--- src/design/lzss_ring_decoder_core_defines.svh ---
// Assertion macros used by the LZSS ring decoder datapath.
`ifndef LZSS_RING_DECODER_CORE_DEFINES_SVH
`define LZSS_RING_DECODER_CORE_DEFINES_SVH

// Same-cycle implication, disabled during reset.
`define LRD_ASSERT_IMP(label, clk, rst, ante, cons, msg) \
   label: assert property (@(posedge clk) disable iff (rst) (ante) |-> (cons)) \
      else $error(msg);

// Next-cycle implication, disabled during reset.
`define LRD_ASSERT_NXT(label, clk, rst, ante, cons, msg) \
   label: assert property (@(posedge clk) disable iff (rst) (ante) |=> (cons)) \
      else $error(msg);

`endif

--- src/design/lrd_pkg.sv ---
// Types, constants and command/status structs of the LZSS ring decoder.
package lrd_pkg;

   localparam int RING_DEPTH = 4096;
   localparam int RING_AW    = $clog2(RING_DEPTH);
   localparam int CNT_W      = 24;
   localparam int LEN_W      = 5;
   localparam int LEN_BIAS   = 2;
   localparam int CSR_AW     = 3;
   localparam int CSR_DW     = 32;

   localparam logic [CNT_W-1:0] CNT_MAX   = '1;
   localparam logic [CNT_W-1:0] CAP_RESET = '1;
   localparam logic             CSR_IDX_CAP = 1'b0;

   typedef enum logic [1:0] {
      KIND_DATA = 2'd0,
      KIND_DONE = 2'd1,
      KIND_BAD  = 2'd2
   } kind_type;

   typedef enum logic [1:0] {
      PH_FLAG      = 2'd0,
      PH_TOKEN     = 2'd1,
      PH_MATCH_LOW = 2'd2
   } phase_type;

   typedef enum logic {
      SRC_ITEM = 1'b0,
      SRC_RING = 1'b1
   } dsrc_type;

   typedef struct packed {
      logic     take_item;
      logic     clr_stream;
      logic     clr_step;
      logic     count_in;
      logic     load_flags;
      logic     load_high;
      logic     copy_init;
      logic     copy_rd;
      logic     emit;
      kind_type kind;
      dsrc_type src;
      logic     last;
      logic     adv_token;
      logic     set_stop;
   } lrd_cmd_type;

   typedef struct packed {
      logic      stopped;
      phase_type phase;
      logic      flag_bit;
      logic      lit_over;
      logic      match_over;
      logic      pos_zero;
      logic      item_end;
      logic      copy_more;
      logic      clr_done;
      logic      slot_free;
   } lrd_stat_type;

endpackage

--- src/design/lrd_ctrl.sv ---
// Sequencer of the LZSS ring decoder: clearing pass, token decode, match copy.
module lrd_ctrl (
   input  logic                 clock,
   input  logic                 reset,
   input  logic                 req_valid,
   input  logic                 req_stream_start,
   output logic                 req_ready,
   input  lrd_pkg::lrd_stat_type stat,
   output lrd_pkg::lrd_cmd_type  cmd
);
   import lrd_pkg::*;

   typedef enum logic [2:0] {
      ST_CLEAR,
      ST_IDLE,
      ST_EXEC,
      ST_COPY_RD,
      ST_COPY_WR,
      ST_STATUS
   } state_type;

   state_type state_ff, state_in;
   logic      pend_ff, pend_in;

   always_ff @(posedge clock) begin
      if (reset) begin
         state_ff <= ST_CLEAR;
         pend_ff  <= 1'b0;
      end else begin
         state_ff <= state_in;
         pend_ff  <= pend_in;
      end
   end

   always_comb begin
      logic bad_now;
      bad_now   = 1'b0;
      cmd       = '0;
      state_in  = state_ff;
      pend_in   = pend_ff;
      req_ready = 1'b0;

      unique case (state_ff)
         ST_CLEAR: begin
            cmd.clr_step = 1'b1;
            if (stat.clr_done) begin
               // A stream-start beat waits here until the ring is zeroed.
               state_in = pend_ff ? ST_EXEC : ST_IDLE;
               pend_in  = 1'b0;
            end
         end
         ST_IDLE: begin
            req_ready = 1'b1;
            if (req_valid) begin
               cmd.take_item = 1'b1;
               if (req_stream_start) begin
                  cmd.clr_stream = 1'b1;
                  pend_in        = 1'b1;
                  state_in       = ST_CLEAR;
               end else begin
                  state_in = ST_EXEC;
               end
            end
         end
         ST_EXEC: begin
            if (stat.stopped) begin
               state_in = ST_IDLE;
            end else if (stat.slot_free) begin
               cmd.count_in = 1'b1;
               state_in     = ST_IDLE;
               unique case (stat.phase)
                  PH_FLAG: begin
                     cmd.load_flags = 1'b1;
                     bad_now        = stat.item_end;
                  end
                  PH_TOKEN: begin
                     if (stat.flag_bit) begin
                        if (stat.lit_over) begin
                           bad_now = 1'b1;
                        end else begin
                           cmd.emit      = 1'b1;
                           cmd.kind      = KIND_DATA;
                           cmd.src       = SRC_ITEM;
                           cmd.last      = !stat.item_end;
                           cmd.adv_token = 1'b1;
                           if (stat.item_end) begin
                              state_in = ST_STATUS;
                           end
                        end
                     end else begin
                        cmd.load_high = 1'b1;
                        bad_now       = stat.item_end;
                     end
                  end
                  PH_MATCH_LOW: begin
                     if (stat.pos_zero) begin
                        cmd.emit     = 1'b1;
                        cmd.kind     = KIND_DONE;
                        cmd.last     = 1'b1;
                        cmd.set_stop = 1'b1;
                     end else if (stat.match_over) begin
                        bad_now = 1'b1;
                     end else begin
                        cmd.copy_init = 1'b1;
                        state_in      = ST_COPY_RD;
                     end
                  end
                  default: begin
                     bad_now = 1'b1;
                  end
               endcase
               if (bad_now) begin
                  cmd.emit     = 1'b1;
                  cmd.kind     = KIND_BAD;
                  cmd.last     = 1'b1;
                  cmd.set_stop = 1'b1;
               end
            end
         end
         ST_COPY_RD: begin
            cmd.copy_rd = 1'b1;
            state_in    = ST_COPY_WR;
         end
         ST_COPY_WR: begin
            if (stat.slot_free) begin
               cmd.emit = 1'b1;
               cmd.kind = KIND_DATA;
               cmd.src  = SRC_RING;
               if (stat.copy_more) begin
                  cmd.copy_rd = 1'b1;
               end else begin
                  cmd.last      = !stat.item_end;
                  cmd.adv_token = 1'b1;
                  state_in      = stat.item_end ? ST_STATUS : ST_IDLE;
               end
            end
         end
         ST_STATUS: begin
            if (stat.slot_free) begin
               cmd.emit     = 1'b1;
               cmd.kind     = KIND_BAD;
               cmd.last     = 1'b1;
               cmd.set_stop = 1'b1;
               state_in     = ST_IDLE;
            end
         end
         default: begin
            state_in = ST_IDLE;
         end
      endcase
   end

endmodule

--- config.mk ---
export PLATFORM = sky130hd
export DESIGN_NAME = lrd_ctrl
export DESIGN_NICKNAME = d
export VERILOG_FILES = /design/src/design/lzss_ring_decoder_core_defines.svh /design/src/design/lrd_pkg.sv /design/src/design/lrd_ctrl.sv
export SDC_FILE = /design/constraint.sdc
export NUM_CORES = 1
export LEC_CHECK = 0
export BUFFER_PORTS_ARGS = -buffer_cell sky130_fd_sc_hd__buf_2
export CAP_MARGIN = 20
export CORE_MARGIN = 2
export CORE_UTILIZATION = 39
export DETAILED_ROUTE_END_ITERATION = 10
export GPL_ROUTABILITY_DRIVEN = 0
export GPL_TIMING_DRIVEN = 0
export PLACE_DENSITY = 0.83
export SYNTH_ARGS = -nofsm -noshare
export SYNTH_HDL_FRONTEND = slang
export SYNTH_SLANG_ARGS = --single-unit
--- constraint.sdc ---
create_clock -name clock -period 1.4 [get_ports clock]
set_input_delay 0 -clock clock [delete_from_list [all_inputs] [get_ports clock]]
set_output_delay 0 -clock clock [all_outputs]
set_load 0.02 [all_outputs]
==> impl_metrics.toml <==
[worst_setup_path]
crit_start = "state_ff[2]"
required_ps = 1400
critPathBufInv = 2
slowest_delay_ps = 330
timing.rr.start = "state_ff[1]"
cp.arrival_ps = 1510
critPathKind = "flip-flop to primary output"
worstReg2RegEnd = "state_ff[0]"
path_max_fanout = 3
startpoint_type = "flip-flop"
cpMaxStageDelayCell = "dfxtp_2"
rr_worst_depth = 6
cp_cell_sequence = "nor4b_4, nand2_2, inv_2, a32o_2, o21bai_2, buf_6"
crit_path_end_kind = "primary output"
ff2ff_setup_slack_ps = -30
cp_top_family = "simple AND/OR/NAND/NOR gates"
endpoint = "cmd[0]"
cp_num_cells = 6

[floorplan]
die_area_um2 = 1810
rows = 13
pin_count = 31
core-area_um2 = 1350
fp.dieW_um = 42.6
start_util = 0.430
die_h_um = 42.6

[placement]
dp_hpwl_um = 1300
pre_cts_ws_ps = -225
port_buffers = 30

[status]
failed_checks = "setup timing"
status = "finished, violations left"

[cts]
cts_root_buf = "clkbuf_4"
clkTransAtPathRegs_ps = 40
numClockSinks = 4
cts_tree = "built"
insertion_delay_ps = 240
cts.htree.levels = 1
numCtsBuffers = 3
clockBufferDepth = 2

[yosys]
synth_area_leaders = "dfxtp_1 14%, ha_1 11%, inv_1 6.5%"
async_reset_ff_frac = 0
synth_top_area_share = 0.138
syn_inst = 81
yosysUniqueCellTypes = 33
synth_most_common_cell = "inv_1"
syn-num-nets = 101
ys_ff_latch = 4
ys_top_cells_by_count = "10 x inv_1, 6 x nand2_1"
synth-main-ff-cell = "dfxtp_1"
syn_area_um2 = 581
synth_edf_count = 0
synth-seq-area-share = 0.138
syn_area_per_cell_um2 = 7.17
yosysTopAreaCell = "dfxtp_1"
yosys_warnings = 0

[power_and_ir_drop]
ir_drop_v = 0.000413
comb_power_share = 0.507
swShare = 0.393
power_frac_seq = 0.238
p_int_uw = 348
clkPwrFrac = 0.254
finalPower_uw = 574
p_sw_uw = 226
leakagePower_uw = 0.000563
p_per_area_nw_per_um2 = 515

[hold_path]
hold_start = "stat[1]"
timing.hold.worst.class = "input pin to flip-flop"

[sta]
final_period_minus_worst_setup_slack_ps = 1510
setup_violations = 10
grt_setup_unrepaired = "yes"
relSlewSlack = 0.814
finalHoldViolCount = 0
slew_violations = 0
timing.final.crit_share = 1.08
skew_ps = 5.14
layout_setup_ws_ps = -107
fmax_mhz = 664
worstMarginPinSlew_ps = 279

[routing]
ant_nets = 0
wire_per_inst_um = 16.9
vias = 849
wirelength_um = 2440
first_iter_violations = 16
first_pass_iters = 4
drcViolationCount = 0
viasPerCell = 5.90

[grt]
grt_pass1_wl_um = 3420
grt_usage = 0.240
gr-total-overflow = 0
grt_max_degree = 11
grt_pass1_vias = 832
antenna_found_initial = 0

[run]
drv_cap = 0

[layout]
drive_above_1_share = 0.612
finalNetCount = 151
fill_cells = 87
area_growth_pct = 91.8
num_antenna_cells = 0
==> area by class of cell <==
| type | instances | area (µm²) | area share |
|---|---|---|---|
| multi-input cells | 63 | 577 | 0.518 |
| repair buffers | 45 | 334 | 0.300 |
| flip-flops and latches | 4 | 88.8 | 0.0798 |
| inverters | 11 | 41.3 | 0.0371 |
| plain buffers | 3 | 31.3 | 0.0281 |
| clock buffers | 3 | 22.5 | 0.0202 |
| well taps | 15 | 18.8 | 0.0169 |
==> power groups by stage <==
stage | registers (µW) | clock network [µW] | logic, µW
after floorplan | 134 | 0 | 131
after global placement | 136 | 0 | 194
after detailed placement | 136 | 0 | 199
after CTS | 136 | 150 | 242
after global routing | 138 | 155 | 311
final | 137 | 146 | 291
==> repair_timing <==
| item | in CTS | in global routing |
|---|---|---|
| setup buffers | 11 | 3 |
| setup endpoints to repair | 18 | 16 |
| gates resized for setup | 36 | 27 |
| hold buffers | 1 | 0 |
| gates cloned | 0 | 0 |
| pin swaps | 10 | 8 |
| hold endpoints to repair | 1 | 0 |
==> state kept, by name, summed over array words and instances, names as in the netlist <==
register	flops
state_ff	3
pend_ff	1
==> how the worst min path moves through the flow <==
stage | slack, ps | depth (start not counted) | to
after global routing | 110 | 4 | pend_ff
after global placement | 210 | 2 | pend_ff
after floorplan | 70 | 1 | pend_ff
final | 80 | 4 | pend_ff
after CTS | 70 | 4 | pend_ff
after detailed placement | 210 | 2 | pend_ff
==> tightest hold or removal path: stages <==
cell	delay (ps)
buf_2	100
nand2_1	50
nand2_1	60
a21oi_1	50
==> cells by family (layout without fill, tap and decap cells) <==
group | count (synthesis) | count (layout) | share of synthesized area
AND/OR/NAND/NOR | 32 | 32 | 0.336
buffers and inverters | 14 | 62 | 0.0927
adder cells (fa/ha/maj) | 5 | 5 | 0.108
AO/OA/AOI/OAI | 25 | 25 | 0.300
multiplexers | 1 | 1 | 0.0259
flip-flops | 4 | 4 | 0.138
==> metrics by stage <==
stage,TNS (ps),instances,instance area (µm²),util,hold WS [ps]
6_report,-561,144,1110,0.825,77.7
5_1_grt,-1160,144,1110,0.825,106
4_1_cts,-300,141,992,0.735,73.8
3_5_place_dp,-727,126,768,0.569,215
3_3_place_gp,-507,126,768,0.569,211
2_1_floorplan,0,81,599,-,69.1
==> per-layer routing <==
metal | vias to the layer above | global-route usage | routed length, µm
li1 | 398 | - | -
met2 | 41 | 0.455 | 1310
met1 | 404 | 0.261 | 939
met3 | 6 | 0.0603 | 144
met5 | - | 0 | 0
met4 | 0 | 0.0563 | 42
==> placed cells by master (no fill, tap or decap), types with 2 or more instances in the layout <==
cell type	count
o21ai_1	3
buf_2	17
inv_1	7
a22o_1	2
dfxtp_4	2
o21ai_0	2
buf_6	10
a21oi_1	5
clkbuf_4	3
buf_4	19
nand2_2	2
nor3_4	2
nor2_1	4
nand2_1	4
ha_1	4
o32ai_2	2
inv_2	4
and3_1	5
No activity file was read; power rests on OpenSTA's default activity.
